==> config.mk <==
export PLATFORM = sky130hd
export DESIGN_NAME = http_response_head_parser_core
export DESIGN_NICKNAME = d
export VERILOG_FILES = /design/src/hdl/hrhp_pkg.sv /design/src/hdl/hrhp_in_reg.sv /design/src/hdl/hrhp_parse.sv /design/src/hdl/hrhp_out_reg.sv /design/src/hdl/http_response_head_parser_core.sv
export VERILOG_INCLUDE_DIRS = /design/src /design/src/hdl
export SDC_FILE = /design/constraint.sdc
export NUM_CORES = 1
export LEC_CHECK = 0
export ABC_CLOCK_PERIOD_IN_PS = 7080
export BUFFER_PORTS_ARGS = -buffer_cell sky130_fd_sc_hd__buf_4
export CORE_ASPECT_RATIO = 1.4
export CORE_MARGIN = 2
export CORE_UTILIZATION = 60
export CTS_BUF_LIST = sky130_fd_sc_hd__clkbuf_8
export DETAILED_ROUTE_END_ITERATION = 7
export GPL_TIMING_DRIVEN = 0
export PLACE_DENSITY = 0.83
export SYNTH_ARGS = -nofsm -noshare
export SYNTH_HDL_FRONTEND = slang
export SYNTH_SLANG_ARGS = --single-unit
==> constraint.sdc <==
create_clock -name i_clk -period 7.08 [get_ports i_clk]
set_clock_uncertainty 0.2 [all_clocks]
set_input_delay 0.354 -clock i_clk [delete_from_list [all_inputs] [get_ports i_clk]]
set_output_delay 0.354 -clock i_clk [all_outputs]
set_load 0.005 [all_outputs]
==> src/hdl/http_response_head_parser_core_assert.svh <==
// Assertion macros for the HTTP response head parser core.
`ifndef HTTP_RESPONSE_HEAD_PARSER_CORE_ASSERT_SVH
`define HTTP_RESPONSE_HEAD_PARSER_CORE_ASSERT_SVH

// Same-cycle implication, disabled while reset is held.
`define HRHP_ASSERT_SAME(lbl, clk, rst_n, ante, cons, msg) \
    lbl: assert property (@(posedge clk) disable iff (!rst_n) (ante) |-> (cons)) \
        else $error(msg);

// Next-cycle implication, disabled while reset is held.
`define HRHP_ASSERT_NEXT(lbl, clk, rst_n, ante, cons, msg) \
    lbl: assert property (@(posedge clk) disable iff (!rst_n) (ante) |=> (cons)) \
        else $error(msg);

`endif

==> src/hdl/hrhp_pkg.sv <==
// Shared types, codes and constants of the HTTP response head parser.
`default_nettype none

package hrhp_pkg;

    localparam int LENGTH_BITS_DEF = 32;
    localparam int BODY_LEN_W      = 32;
    localparam int KEY_LEN         = 14;
    localparam int RESULT_BITS     = 2 + 8 + 1 + BODY_LEN_W;
    localparam int OUT_TDATA_W     = ((RESULT_BITS + 7) / 8) * 8;

    typedef enum logic [3:0] {
        PS_H, PS_T1, PS_T2, PS_P, PS_SLASH, PS_MAJOR, PS_DOT, PS_MINOR,
        PS_VEREND, PS_CODE, PS_REASON, PS_LF, PS_NAME, PS_VALUE, PS_ENDLF, PS_BODY
    } t_parse_state;

    typedef enum logic [1:0] {
        STATUS_BUSY    = 2'd0,
        STATUS_DONE    = 2'd1,
        STATUS_INVALID = 2'd2
    } t_status;

    typedef enum logic [2:0] {
        KIND_FRAMING, KIND_MAJOR, KIND_MINOR, KIND_CODE,
        KIND_REASON, KIND_NAME, KIND_VALUE, KIND_BODY
    } t_kind;

    localparam logic [7:0] CHR_H     = 8'h48;
    localparam logic [7:0] CHR_T     = 8'h54;
    localparam logic [7:0] CHR_P     = 8'h50;
    localparam logic [7:0] CHR_SLASH = 8'h2F;
    localparam logic [7:0] CHR_DOT   = 8'h2E;
    localparam logic [7:0] CHR_SPACE = 8'h20;
    localparam logic [7:0] CHR_CR    = 8'h0D;
    localparam logic [7:0] CHR_LF    = 8'h0A;
    localparam logic [7:0] CHR_COLON = 8'h3A;
    localparam logic [7:0] CHR_ZERO  = 8'h30;
    localparam logic [7:0] CHR_ONE   = 8'h31;
    localparam logic [7:0] CHR_NINE  = 8'h39;

    typedef struct packed {
        logic [7:0] data;
        logic       restart;
    } t_in_item;

    typedef struct packed {
        t_status               status;
        t_kind                 kind;
        logic [7:0]            data;
        logic                  field_end;
        logic [BODY_LEN_W-1:0] body_length;
        logic                  last_body_byte;
    } t_result;

    // Characters of the header name Content-Length, by match position.
    function automatic logic [7:0] key_char(input logic [3:0] pos);
        logic [7:0] c;
        unique case (pos)
            4'd0:    c = 8'h43;
            4'd1:    c = 8'h6F;
            4'd2:    c = 8'h6E;
            4'd3:    c = 8'h74;
            4'd4:    c = 8'h65;
            4'd5:    c = 8'h6E;
            4'd6:    c = 8'h74;
            4'd7:    c = 8'h2D;
            4'd8:    c = 8'h4C;
            4'd9:    c = 8'h65;
            4'd10:   c = 8'h6E;
            4'd11:   c = 8'h67;
            4'd12:   c = 8'h74;
            4'd13:   c = 8'h68;
            default: c = 8'h00;
        endcase
        return c;
    endfunction

endpackage

`default_nettype wire

==> src/hdl/hrhp_in_reg.sv <==
// Input register stage: holds one accepted byte transaction for the parser.
`default_nettype none

module hrhp_in_reg (
    input  wire logic               i_clk,
    input  wire logic               i_rst_n,
    input  wire logic               i_load,
    input  wire logic               i_take,
    input  wire hrhp_pkg::t_in_item i_item,
    output logic                    o_valid,
    output hrhp_pkg::t_in_item      o_item
);
    import hrhp_pkg::*;

    logic     r_valid;
    t_in_item r_item;

    always_ff @(posedge i_clk) begin
        if (!i_rst_n) begin
            r_valid <= 1'b0;
        end else if (i_load) begin
            r_valid <= 1'b1;
        end else if (i_take) begin
            r_valid <= 1'b0;
        end
    end

    always_ff @(posedge i_clk) begin
        if (i_load) begin
            r_item <= i_item;
        end
    end

    assign o_valid = r_valid;
    assign o_item  = r_item;

endmodule

`default_nettype wire

==> src/hdl/hrhp_parse.sv <==
// Parser state machine, header name match and content length accumulator.
`default_nettype none

module hrhp_parse #(
    parameter int LENGTH_BITS = hrhp_pkg::LENGTH_BITS_DEF
) (
    input  wire logic               i_clk,
    input  wire logic               i_rst_n,
    input  wire logic               i_step,
    input  wire hrhp_pkg::t_in_item i_item,
    output hrhp_pkg::t_result       o_result
);
    import hrhp_pkg::*;

    t_parse_state           r_state, n_state;
    logic [3:0]             r_nm_pos, n_nm_pos;
    logic                   r_nm_ok, n_nm_ok;
    logic                   r_nm_started, n_nm_started;
    logic                   r_nm_trail, n_nm_trail;
    logic [LENGTH_BITS-1:0] r_len, n_len;
    logic                   r_vd_started, n_vd_started;
    logic                   r_vd_trail, n_vd_trail;
    logic                   r_vd_bad, n_vd_bad;
    logic [LENGTH_BITS-1:0] r_rem, n_rem;

    logic [7:0]                        w_b;
    logic                              w_ok;
    logic                              w_key_hit;
    logic                              w_dig09;
    logic                              w_dig19;
    logic [LENGTH_BITS+3:0]            w_len_full;
    logic                              w_len_ovf;
    logic [LENGTH_BITS-1:0]            w_rem_dec;
    logic                              w_body_end;
    logic [LENGTH_BITS+BODY_LEN_W-1:0] w_len_ext;
    t_result                           w_res;

    assign w_b       = i_item.data;
    assign w_key_hit = r_nm_ok && (r_nm_pos == 4'(KEY_LEN));
    assign w_dig09   = (w_b >= CHR_ZERO) && (w_b <= CHR_NINE);
    assign w_dig19   = (w_b >= CHR_ONE) && (w_b <= CHR_NINE);

    // length * 10 + digit, with four guard bits to catch overflow
    assign w_len_full = {1'b0, r_len, 3'b000} + {3'b000, r_len, 1'b0}
                      + {{LENGTH_BITS{1'b0}}, w_b[3:0]};
    assign w_len_ovf  = |w_len_full[LENGTH_BITS+3:LENGTH_BITS];

    assign w_rem_dec  = (r_rem != '0) ? (r_rem - LENGTH_BITS'(1)) : r_rem;
    assign w_body_end = (w_rem_dec == '0);

    // Decide whether the byte is legal in the current state.
    always_comb begin
        unique case (r_state)
            PS_H:      w_ok = (w_b == CHR_H);
            PS_T1:     w_ok = (w_b == CHR_T);
            PS_T2:     w_ok = (w_b == CHR_T);
            PS_P:      w_ok = (w_b == CHR_P);
            PS_SLASH:  w_ok = (w_b == CHR_SLASH);
            PS_MAJOR:  w_ok = w_dig19;
            PS_DOT:    w_ok = (w_b == CHR_DOT);
            PS_MINOR:  w_ok = w_dig09;
            PS_VEREND: w_ok = (w_b == CHR_SPACE);
            PS_CODE:   w_ok = (w_b >= CHR_SPACE);
            PS_REASON: w_ok = (w_b == CHR_CR) || (w_b >= CHR_SPACE);
            PS_LF:     w_ok = (w_b == CHR_LF);
            PS_NAME:   w_ok = (w_b == CHR_CR) || (w_b >= CHR_SPACE);
            PS_VALUE:  w_ok = (w_b == CHR_CR) || (w_b >= CHR_SPACE);
            PS_ENDLF:  w_ok = (w_b == CHR_LF) && !r_vd_bad;
            PS_BODY:   w_ok = 1'b1;
        endcase
    end

    // Next state.
    always_comb begin
        n_state = r_state;
        if (i_item.restart) begin
            n_state = PS_H;
        end else if (w_ok) begin
            unique case (r_state)
                PS_H:      n_state = PS_T1;
                PS_T1:     n_state = PS_T2;
                PS_T2:     n_state = PS_P;
                PS_P:      n_state = PS_SLASH;
                PS_SLASH:  n_state = PS_MAJOR;
                PS_MAJOR:  n_state = PS_DOT;
                PS_DOT:    n_state = PS_MINOR;
                PS_MINOR:  n_state = PS_VEREND;
                PS_VEREND: n_state = PS_CODE;
                PS_CODE:   n_state = (w_b == CHR_SPACE) ? PS_REASON : PS_CODE;
                PS_REASON: n_state = (w_b == CHR_CR) ? PS_LF : PS_REASON;
                PS_LF:     n_state = PS_NAME;
                PS_NAME: begin
                    if (w_b == CHR_COLON) begin
                        n_state = PS_VALUE;
                    end else if (w_b == CHR_CR) begin
                        n_state = PS_ENDLF;
                    end
                end
                PS_VALUE:  n_state = (w_b == CHR_CR) ? PS_LF : PS_VALUE;
                PS_ENDLF:  n_state = (r_len == '0) ? PS_H : PS_BODY;
                PS_BODY:   n_state = w_body_end ? PS_H : PS_BODY;
            endcase
        end
    end

    // Result of the byte.
    always_comb begin
        w_res                = '0;
        w_res.status         = STATUS_BUSY;
        w_res.kind           = KIND_FRAMING;
        w_res.data           = w_b;
        w_res.body_length    = w_len_ext[BODY_LEN_W-1:0];
        if (i_item.restart) begin
            w_res.data = 8'h00;
        end else if (!w_ok) begin
            w_res.status = STATUS_INVALID;
        end else begin
            unique case (r_state)
                PS_MAJOR: begin
                    w_res.kind = KIND_MAJOR;
                    w_res.data = {4'h0, w_b[3:0]};
                end
                PS_MINOR: begin
                    w_res.kind = KIND_MINOR;
                    w_res.data = {4'h0, w_b[3:0]};
                end
                PS_CODE: begin
                    if (w_b == CHR_SPACE) begin
                        w_res.field_end = 1'b1;
                    end else begin
                        w_res.kind = KIND_CODE;
                    end
                end
                PS_REASON: begin
                    if (w_b == CHR_CR) begin
                        w_res.field_end = 1'b1;
                    end else begin
                        w_res.kind = KIND_REASON;
                    end
                end
                PS_NAME: begin
                    if ((w_b != CHR_COLON) && (w_b != CHR_CR)) begin
                        w_res.kind = KIND_NAME;
                    end
                end
                PS_VALUE: begin
                    if (w_b == CHR_CR) begin
                        w_res.field_end = 1'b1;
                    end else begin
                        w_res.kind = KIND_VALUE;
                    end
                end
                PS_ENDLF: begin
                    if (r_len == '0) begin
                        w_res.status = STATUS_DONE;
                    end
                end
                PS_BODY: begin
                    w_res.kind = KIND_BODY;
                    if (w_body_end) begin
                        w_res.status         = STATUS_DONE;
                        w_res.last_body_byte = 1'b1;
                    end
                end
                default: begin
                end
            endcase
        end
    end

    // Name match, length value and body count.
    always_comb begin
        n_nm_pos     = r_nm_pos;
        n_nm_ok      = r_nm_ok;
        n_nm_started = r_nm_started;
        n_nm_trail   = r_nm_trail;
        n_len        = r_len;
        n_vd_started = r_vd_started;
        n_vd_trail   = r_vd_trail;
        n_vd_bad     = r_vd_bad;
        n_rem        = r_rem;
        if (i_item.restart) begin
            n_nm_pos     = 4'h0;
            n_nm_ok      = 1'b0;
            n_nm_started = 1'b0;
            n_nm_trail   = 1'b0;
            n_len        = '0;
            n_vd_started = 1'b0;
            n_vd_trail   = 1'b0;
            n_vd_bad     = 1'b0;
            n_rem        = '0;
        end else if (w_ok) begin
            case (r_state)
                PS_H: begin
                    n_len        = '0;
                    n_vd_started = 1'b0;
                    n_vd_trail   = 1'b0;
                    n_vd_bad     = 1'b0;
                end
                PS_LF: begin
                    n_nm_pos     = 4'h0;
                    n_nm_ok      = 1'b1;
                    n_nm_started = 1'b0;
                    n_nm_trail   = 1'b0;
                end
                PS_NAME: begin
                    if (w_b == CHR_COLON) begin
                        if (w_key_hit) begin
                            n_len        = '0;
                            n_vd_started = 1'b0;
                            n_vd_trail   = 1'b0;
                            n_vd_bad     = 1'b0;
                        end
                    end else if (w_b == CHR_CR) begin
                        // drop the partial name
                    end else if (w_b == CHR_SPACE) begin
                        if (r_nm_started) begin
                            n_nm_trail = 1'b1;
                        end
                    end else if (r_nm_trail) begin
                        n_nm_ok = 1'b0;
                    end else begin
                        n_nm_started = 1'b1;
                        if (r_nm_ok) begin
                            if ((r_nm_pos < 4'(KEY_LEN)) && (key_char(r_nm_pos) == w_b)) begin
                                n_nm_pos = r_nm_pos + 4'h1;
                            end else begin
                                n_nm_ok = 1'b0;
                            end
                        end
                    end
                end
                PS_VALUE: begin
                    if ((w_b != CHR_CR) && w_key_hit) begin
                        if (w_b == CHR_SPACE) begin
                            if (r_vd_started) begin
                                n_vd_trail = 1'b1;
                            end
                        end else if (!w_dig09 || r_vd_trail || r_vd_bad) begin
                            n_vd_bad = 1'b1;
                        end else begin
                            n_vd_started = 1'b1;
                            if (w_len_ovf) begin
                                n_vd_bad = 1'b1;
                            end else begin
                                n_len = w_len_full[LENGTH_BITS-1:0];
                            end
                        end
                    end
                end
                PS_ENDLF: begin
                    if (r_len != '0) begin
                        n_rem = r_len;
                    end
                end
                PS_BODY: begin
                    n_rem = w_rem_dec;
                end
                default: begin
                end
            endcase
        end
    end

    assign w_len_ext = {{BODY_LEN_W{1'b0}}, n_len};

    always_ff @(posedge i_clk) begin
        if (!i_rst_n) begin
            r_state      <= PS_H;
            r_nm_pos     <= 4'h0;
            r_nm_ok      <= 1'b0;
            r_nm_started <= 1'b0;
            r_nm_trail   <= 1'b0;
            r_len        <= '0;
            r_vd_started <= 1'b0;
            r_vd_trail   <= 1'b0;
            r_vd_bad     <= 1'b0;
            r_rem        <= '0;
        end else if (i_step) begin
            r_state      <= n_state;
            r_nm_pos     <= n_nm_pos;
            r_nm_ok      <= n_nm_ok;
            r_nm_started <= n_nm_started;
            r_nm_trail   <= n_nm_trail;
            r_len        <= n_len;
            r_vd_started <= n_vd_started;
            r_vd_trail   <= n_vd_trail;
            r_vd_bad     <= n_vd_bad;
            r_rem        <= n_rem;
        end
    end

    assign o_result = w_res;

endmodule

`default_nettype wire

==> src/hdl/hrhp_out_reg.sv <==
// Result register stage: holds one tagged byte until the sink takes it.
`default_nettype none

module hrhp_out_reg (
    input  wire logic                           i_clk,
    input  wire logic                           i_rst_n,
    input  wire logic                           i_load,
    input  wire logic                           i_ready,
    input  wire hrhp_pkg::t_result              i_result,
    output logic                                o_valid,
    output logic [hrhp_pkg::OUT_TDATA_W-1:0]    o_tdata,
    output logic [2:0]                          o_tuser,
    output logic                                o_tlast
);
    import hrhp_pkg::*;

    logic    r_valid;
    t_result r_result;

    always_ff @(posedge i_clk) begin
        if (!i_rst_n) begin
            r_valid <= 1'b0;
        end else if (i_load) begin
            r_valid <= 1'b1;
        end else if (i_ready) begin
            r_valid <= 1'b0;
        end
    end

    always_ff @(posedge i_clk) begin
        if (i_load) begin
            r_result <= i_result;
        end
    end

    assign o_valid = r_valid;
    assign o_tdata = {{(OUT_TDATA_W-RESULT_BITS){1'b0}}, r_result.body_length,
                      r_result.field_end, r_result.data, r_result.status};
    assign o_tuser = r_result.kind;
    assign o_tlast = r_result.last_body_byte;

endmodule

`default_nettype wire

==> src/hdl/http_response_head_parser_core.sv <==
// Top level of the HTTP response head parser: byte stream in, tagged bytes out.
//
// Usage
//   Slave stream: one response byte per transaction in s_axis_tdata; s_axis_tuser
//   set to 1 restarts the parser (the byte is ignored, a framing result is
//   still produced). Every input transaction yields exactly one result.
//   Master stream: m_axis_tdata carries status, byte or digit value, field end
//   and the parsed content length; m_axis_tuser tags the byte role; m_axis_tlast
//   marks the final body byte of a message.
//   The input register takes the byte, and the state machine then writes the result
//   register once the result register is free or being drained.
//   Throughput: one byte per cycle while the sink does not stall.
//   When the sink stalls, the result register holds and the input register
//   still takes one more byte; after that s_axis_tready drops until the sink
//   takes the result.
//   An invalid byte is reported with status invalid and leaves the parser
//   where it was; a later legal byte, a restart transaction or reset moves it on.
//   Reset (synchronous, active low) empties both registers and returns the
//   parser to the start of a response, expecting the H of the status line.
`default_nettype none

module http_response_head_parser_core #(
    parameter int LENGTH_BITS = hrhp_pkg::LENGTH_BITS_DEF
) (
    input  wire logic                              i_clk,
    input  wire logic                              i_rst_n,
    input  wire logic                              s_axis_tvalid,
    output logic                                   s_axis_tready,
    input  wire logic [7:0]                        s_axis_tdata,  // [7:0] byte_in
    input  wire logic [0:0]                        s_axis_tuser,  // [0] restart
    output logic                                   m_axis_tvalid,
    input  wire logic                              m_axis_tready,
    // [1:0] status, [9:2] data_out, [10] field_end, [42:11] body_length, rest zero
    output logic [hrhp_pkg::OUT_TDATA_W-1:0]       m_axis_tdata,
    output logic [2:0]                             m_axis_tuser,  // [2:0] kind
    output logic                                   m_axis_tlast   // last_body_byte
);
    import hrhp_pkg::*;

    logic     w_in_accept;
    logic     w_in_valid;
    logic     w_advance;
    logic     w_step;
    t_in_item w_in_item;
    t_in_item w_held_item;
    t_result  w_result;

    // Advance whenever the result register is free or being drained.
    assign w_advance     = !m_axis_tvalid || m_axis_tready;
    assign w_step        = w_in_valid && w_advance;
    assign s_axis_tready = !w_in_valid || w_advance;
    assign w_in_accept   = s_axis_tvalid && s_axis_tready;

    assign w_in_item.data    = s_axis_tdata;
    assign w_in_item.restart = s_axis_tuser[0];

    hrhp_in_reg u_in_reg (
        .i_clk   (i_clk),
        .i_rst_n (i_rst_n),
        .i_load  (w_in_accept),
        .i_take  (w_step),
        .i_item  (w_in_item),
        .o_valid (w_in_valid),
        .o_item  (w_held_item)
    );

    // Update the parse state and form the result in the same cycle.
    hrhp_parse #(
        .LENGTH_BITS (LENGTH_BITS)
    ) u_parse (
        .i_clk    (i_clk),
        .i_rst_n  (i_rst_n),
        .i_step   (w_step),
        .i_item   (w_held_item),
        .o_result (w_result)
    );

    hrhp_out_reg u_out_reg (
        .i_clk    (i_clk),
        .i_rst_n  (i_rst_n),
        .i_load   (w_step),
        .i_ready  (m_axis_tready),
        .i_result (w_result),
        .o_valid  (m_axis_tvalid),
        .o_tdata  (m_axis_tdata),
        .o_tuser  (m_axis_tuser),
        .o_tlast  (m_axis_tlast)
    );

`include "http_response_head_parser_core_assert.svh"

    // The final body byte always completes the message as a body byte.
    `HRHP_ASSERT_SAME(a_last_is_done, i_clk, i_rst_n, m_axis_tvalid && m_axis_tlast,
        (m_axis_tdata[1:0] == STATUS_DONE) && (m_axis_tuser == KIND_BODY),
        "last body byte without completion")

    // An invalid byte is a framing result with no field end and no last flag.
    `HRHP_ASSERT_SAME(a_invalid_clean, i_clk, i_rst_n,
        m_axis_tvalid && (m_axis_tdata[1:0] == STATUS_INVALID),
        (m_axis_tuser == KIND_FRAMING) && !m_axis_tdata[10] && !m_axis_tlast,
        "invalid result carries role flags")

    // A field end is a framing byte of an unfinished message.
    `HRHP_ASSERT_SAME(a_fend_framing, i_clk, i_rst_n, m_axis_tvalid && m_axis_tdata[10],
        (m_axis_tuser == KIND_FRAMING) && (m_axis_tdata[1:0] == STATUS_BUSY),
        "field end on a non-framing byte")

    // A held input byte waits in the input register while the result stalls.
    `HRHP_ASSERT_NEXT(a_in_hold, i_clk, i_rst_n, w_in_valid && !w_advance,
        w_in_valid, "held input byte lost during stall")

endmodule

`default_nettype wire

==> impl_metrics.json <==
{
  "wl_per_cell_um": 22.0,
  "ys_types": 90,
  "cts_buffers": 17,
  "place.port_buffers": 61,
  "core_mm2": 0.0162,
  "n_antenna_cell": 0,
  "finalMaxSlewViolations": 0,
  "yosysMostFrequentCell": "nor2_1",
  "cp-start-kind": "flip-flop",
  "top_usage_layer": "met2",
  "vias": 9867,
  "worst-path-buf-inv": 4,
  "antenna_found_initial": 0,
  "critical_path_class": "reg2reg",
  "cts.sink_count": 143,
  "drt-pass1-iter-count": 8,
  "grt_pass1_wl_mm": 50.8,
  "setup_viol": 0,
  "dp_slack_ns": 1.59,
  "synthArstFlopShare": 0,
  "grt_pass1_vias": 9465,
  "slew_headroom": 0.303,
  "endpoint_kind": "flip-flop",
  "cts_resized": 0,
  "status": "finished with violations",
  "start_util": 0.617,
  "crit_path_max_fanout": 10,
  "max_freq_mhz": 181,
  "syn_area_mm2": 0.0100,
  "p_per_area_mw_per_mm2": 154,
  "drv_cap": 0,
  "fin_ws_ns": 1.56,
  "final_antenna_net_count": 0,
  "seqPwrFrac": 0.508,
  "critPathLaunch": "u_in_reg.o_item[4]",
  "p_int_mw": 1.25,
  "syn_inst": 1171,
  "yosys_warnings": 0,
  "die_w_um": 113,
  "gr-usage-all-layers": 0.366,
  "synth_edf_count": 56,
  "grt_max_degree": 27,
  "cts.htree.levels": 4,
  "cts_setup_buffers": 0,
  "yosysSeqAreaShare": 0.342,
  "fin_util": 0.695,
  "globalplace.congestion": 0.972,
  "swShare": 0.277,
  "die_area_mm2": 0.0178,
  "grtUsageMet1": 0.440,
  "synth_commonest_cells": "nor2_1 (92), nand2_1 (88), a21oi_1 (87), dfxtp_1 (87), o21ai_0 (85)",
  "cpMaxStageDelayCell": "a211oi_1",
  "crit_arrival_ns": 5.63,
  "cp_slowest_stage_delay_ns": 0.69,
  "leakage_nw": 4.58,
  "min_from": "m_axis_tready",
  "pwr-share-clk": 0.420,
  "die_y_um": 157,
  "final_nets": 1354,
  "cts.clk_slew.worst_paths_ns": 0.10,
  "worstReg2RegStart": "u_in_reg.o_item[4]",
  "cts_tree": "yes",
  "fin_setup_tns_ns": 0,
  "fp-row-count": 55,
  "area_growth_pct": 12.6,
  "hold_violations": 0,
  "met3_usage": 0.0473,
  "path_cells": "clkbuf_1 > inv_1 > fa_1 > inv_1 > ha_1 > a211oi_1 > o21a_1 > a211o_1 > a2111oi_0 > nor4_1 > o22ai_1 > nor4_1 > a211oi_1 > clkbuf_1 > a22o_1",
  "hpwl_mm": 23.9,
  "ir_drop_mv": 0.109,
  "synth_area_leaders": "dfxtp_1 (17%), edfxtp_1 (17%), ha_1 (9.1%), a22o_1 (5.5%), a21oi_1 (4.3%)",
  "tightestPinTransition_ns": 1.04,
  "grt_overflow": 0,
  "drt-initial-drc-count": 1117,
  "layout_min_cycle_time_ns": 5.52,
  "clk_latency_ns": 0.48,
  "io_pins": 67,
  "syn_area_per_cell_um2": 8.55,
  "hold_class": "in2reg",
  "vias_per_cell": 6.68,
  "crit_family": "compound AO/OA/AOI/OAI gates",
  "synth-seq-cells": 143,
  "drive_gt1_frac": 0.106,
  "clock_tree.buffer_depth": 2,
  "post-route-period-util": 0.780,
  "yosys.area.top_type": "dfxtp_1",
  "combinationalPowerShare": 0.073,
  "violations": "design-rule violations",
  "wirelength_mm": 32.5,
  "synth_flop_cell": "dfxtp_1",
  "grtUsageMet2": 0.634,
  "cts-root-buf": "clkbuf_8",
  "required_ns": 7.19,
  "rsz0062_at_grt": "no",
  "synth_top_area_frac": 0.174,
  "remaining_drc_errors": 5,
  "switchingPower_uw": 481
}
state kept, by name, summed over array words and instances, names as in the netlist, 3 cells and up, named ones only:
register / cells
u_parse.r_rem: 32
u_in_reg.o_item: 9
u_parse.r_nm_pos: 4
u_out_reg.o_tdata: 43
u_parse.r_len: 32
u_out_reg.o_tuser: 3
u_parse.r_state: 4
worst min-delay path: cells and delay by family:
kind | cells | cell delay [ns]
AND/OR/NAND/NOR | 1 | 0.07
buffers and inverters | 1 | 0.08
AO/OA/AOI/OAI | 1 | 0.17
what timing repair did:
item / CTS / global route
hold buffers: 10 / 0
endpoints found under the setup margin: 0 / 0
hold endpoints to repair: 10 / 0
routing by layer:
| layer | routed length, um | share of wire |
|---|---|---|
| met1 | 12400 | 0.38 |
| met4 | 1660 | 0.051 |
| met5 | 0 | 0 |
| met2 | 16100 | 0.50 |
| met3 | 2350 | 0.072 |
layout make-up:
cell class	count	area [um2]
buffer	79	343
clock buffer	17	234
clock inverter	15	190
fill	1347	4960
inverter	32	120
multi-input combinational	921	6140
sequential	143	3420
tap	199	249
timing repair buffer	72	578
cell usage in the layout (no fill, tap or decap), drive strengths merged, types with 14 or more instances in the layout:
cell    synthesis  routed
edfxtp         56      56
xnor2          27      27
inv            32      42
nor2b          28      28
and2           23      23
nand2          88      88
nor3           40      40
dfxtp          87      87
nand4          18      18
nor4           21      21
or3            15      15
xor2           18      18
a21o           14      14
ha             73      73
buf            21      83
a21oi          87      87
and3           15      15
nand3          33      33
clkbuf         58      75
a22o           63      63
nor2           93      93
o21ai          92      92
final timing paths:
path                                         endpoint  slack (ns)  depth (start not counted)
worst max-delay path            u_out_reg.o_tdata[15]        1.56                         15
worst min register to register     u_parse.r_vd_trail        0.28                          2
worst max register to register  u_out_reg.o_tdata[15]        1.56                         15
worst min-delay path                u_out_reg.o_valid        0.05                          3
metrics by stage:
| stage | hold slack (ns) | std cells | power, mW | instance area [um2] |
|---|---|---|---|---|
| after global routing | 0.0715 | 1478 | 1.78 | 11300 |
| after CTS | 0.0497 | 1478 | 1.73 | 11300 |
| after global placement | 0.248 | 1435 | 1.01 | 10700 |
| after detailed placement | 0.256 | 1436 | 1.02 | 10800 |
| after floorplan | 0.237 | 1175 | 0.962 | 10000 |
| final | 0.0529 | 1478 | 1.74 | 11300 |
power by group through the flow:
stage	Clock [mW]	Combinational [mW]	Sequential, mW
2_1_floorplan	0	0.0626	0.899
3_3_place_gp	0	0.115	0.900
3_5_place_dp	0	0.119	0.899
4_1_cts	0.723	0.124	0.880
5_1_grt	0.758	0.135	0.882
6_report	0.728	0.126	0.881
logic make-up after synthesis:
family | Yosys count | synth area share
simple gates | 413 | 0.214
fa+ha+maj | 75 | 0.0952
buf+inv | 111 | 0.0462
compound gates | 374 | 0.254
xor+xnor | 45 | 0.0394
flops | 143 | 0.342
mux | 9 | 0.00937
other cells | 1 | 0.000374
Power figures use the tool's default switching activity.
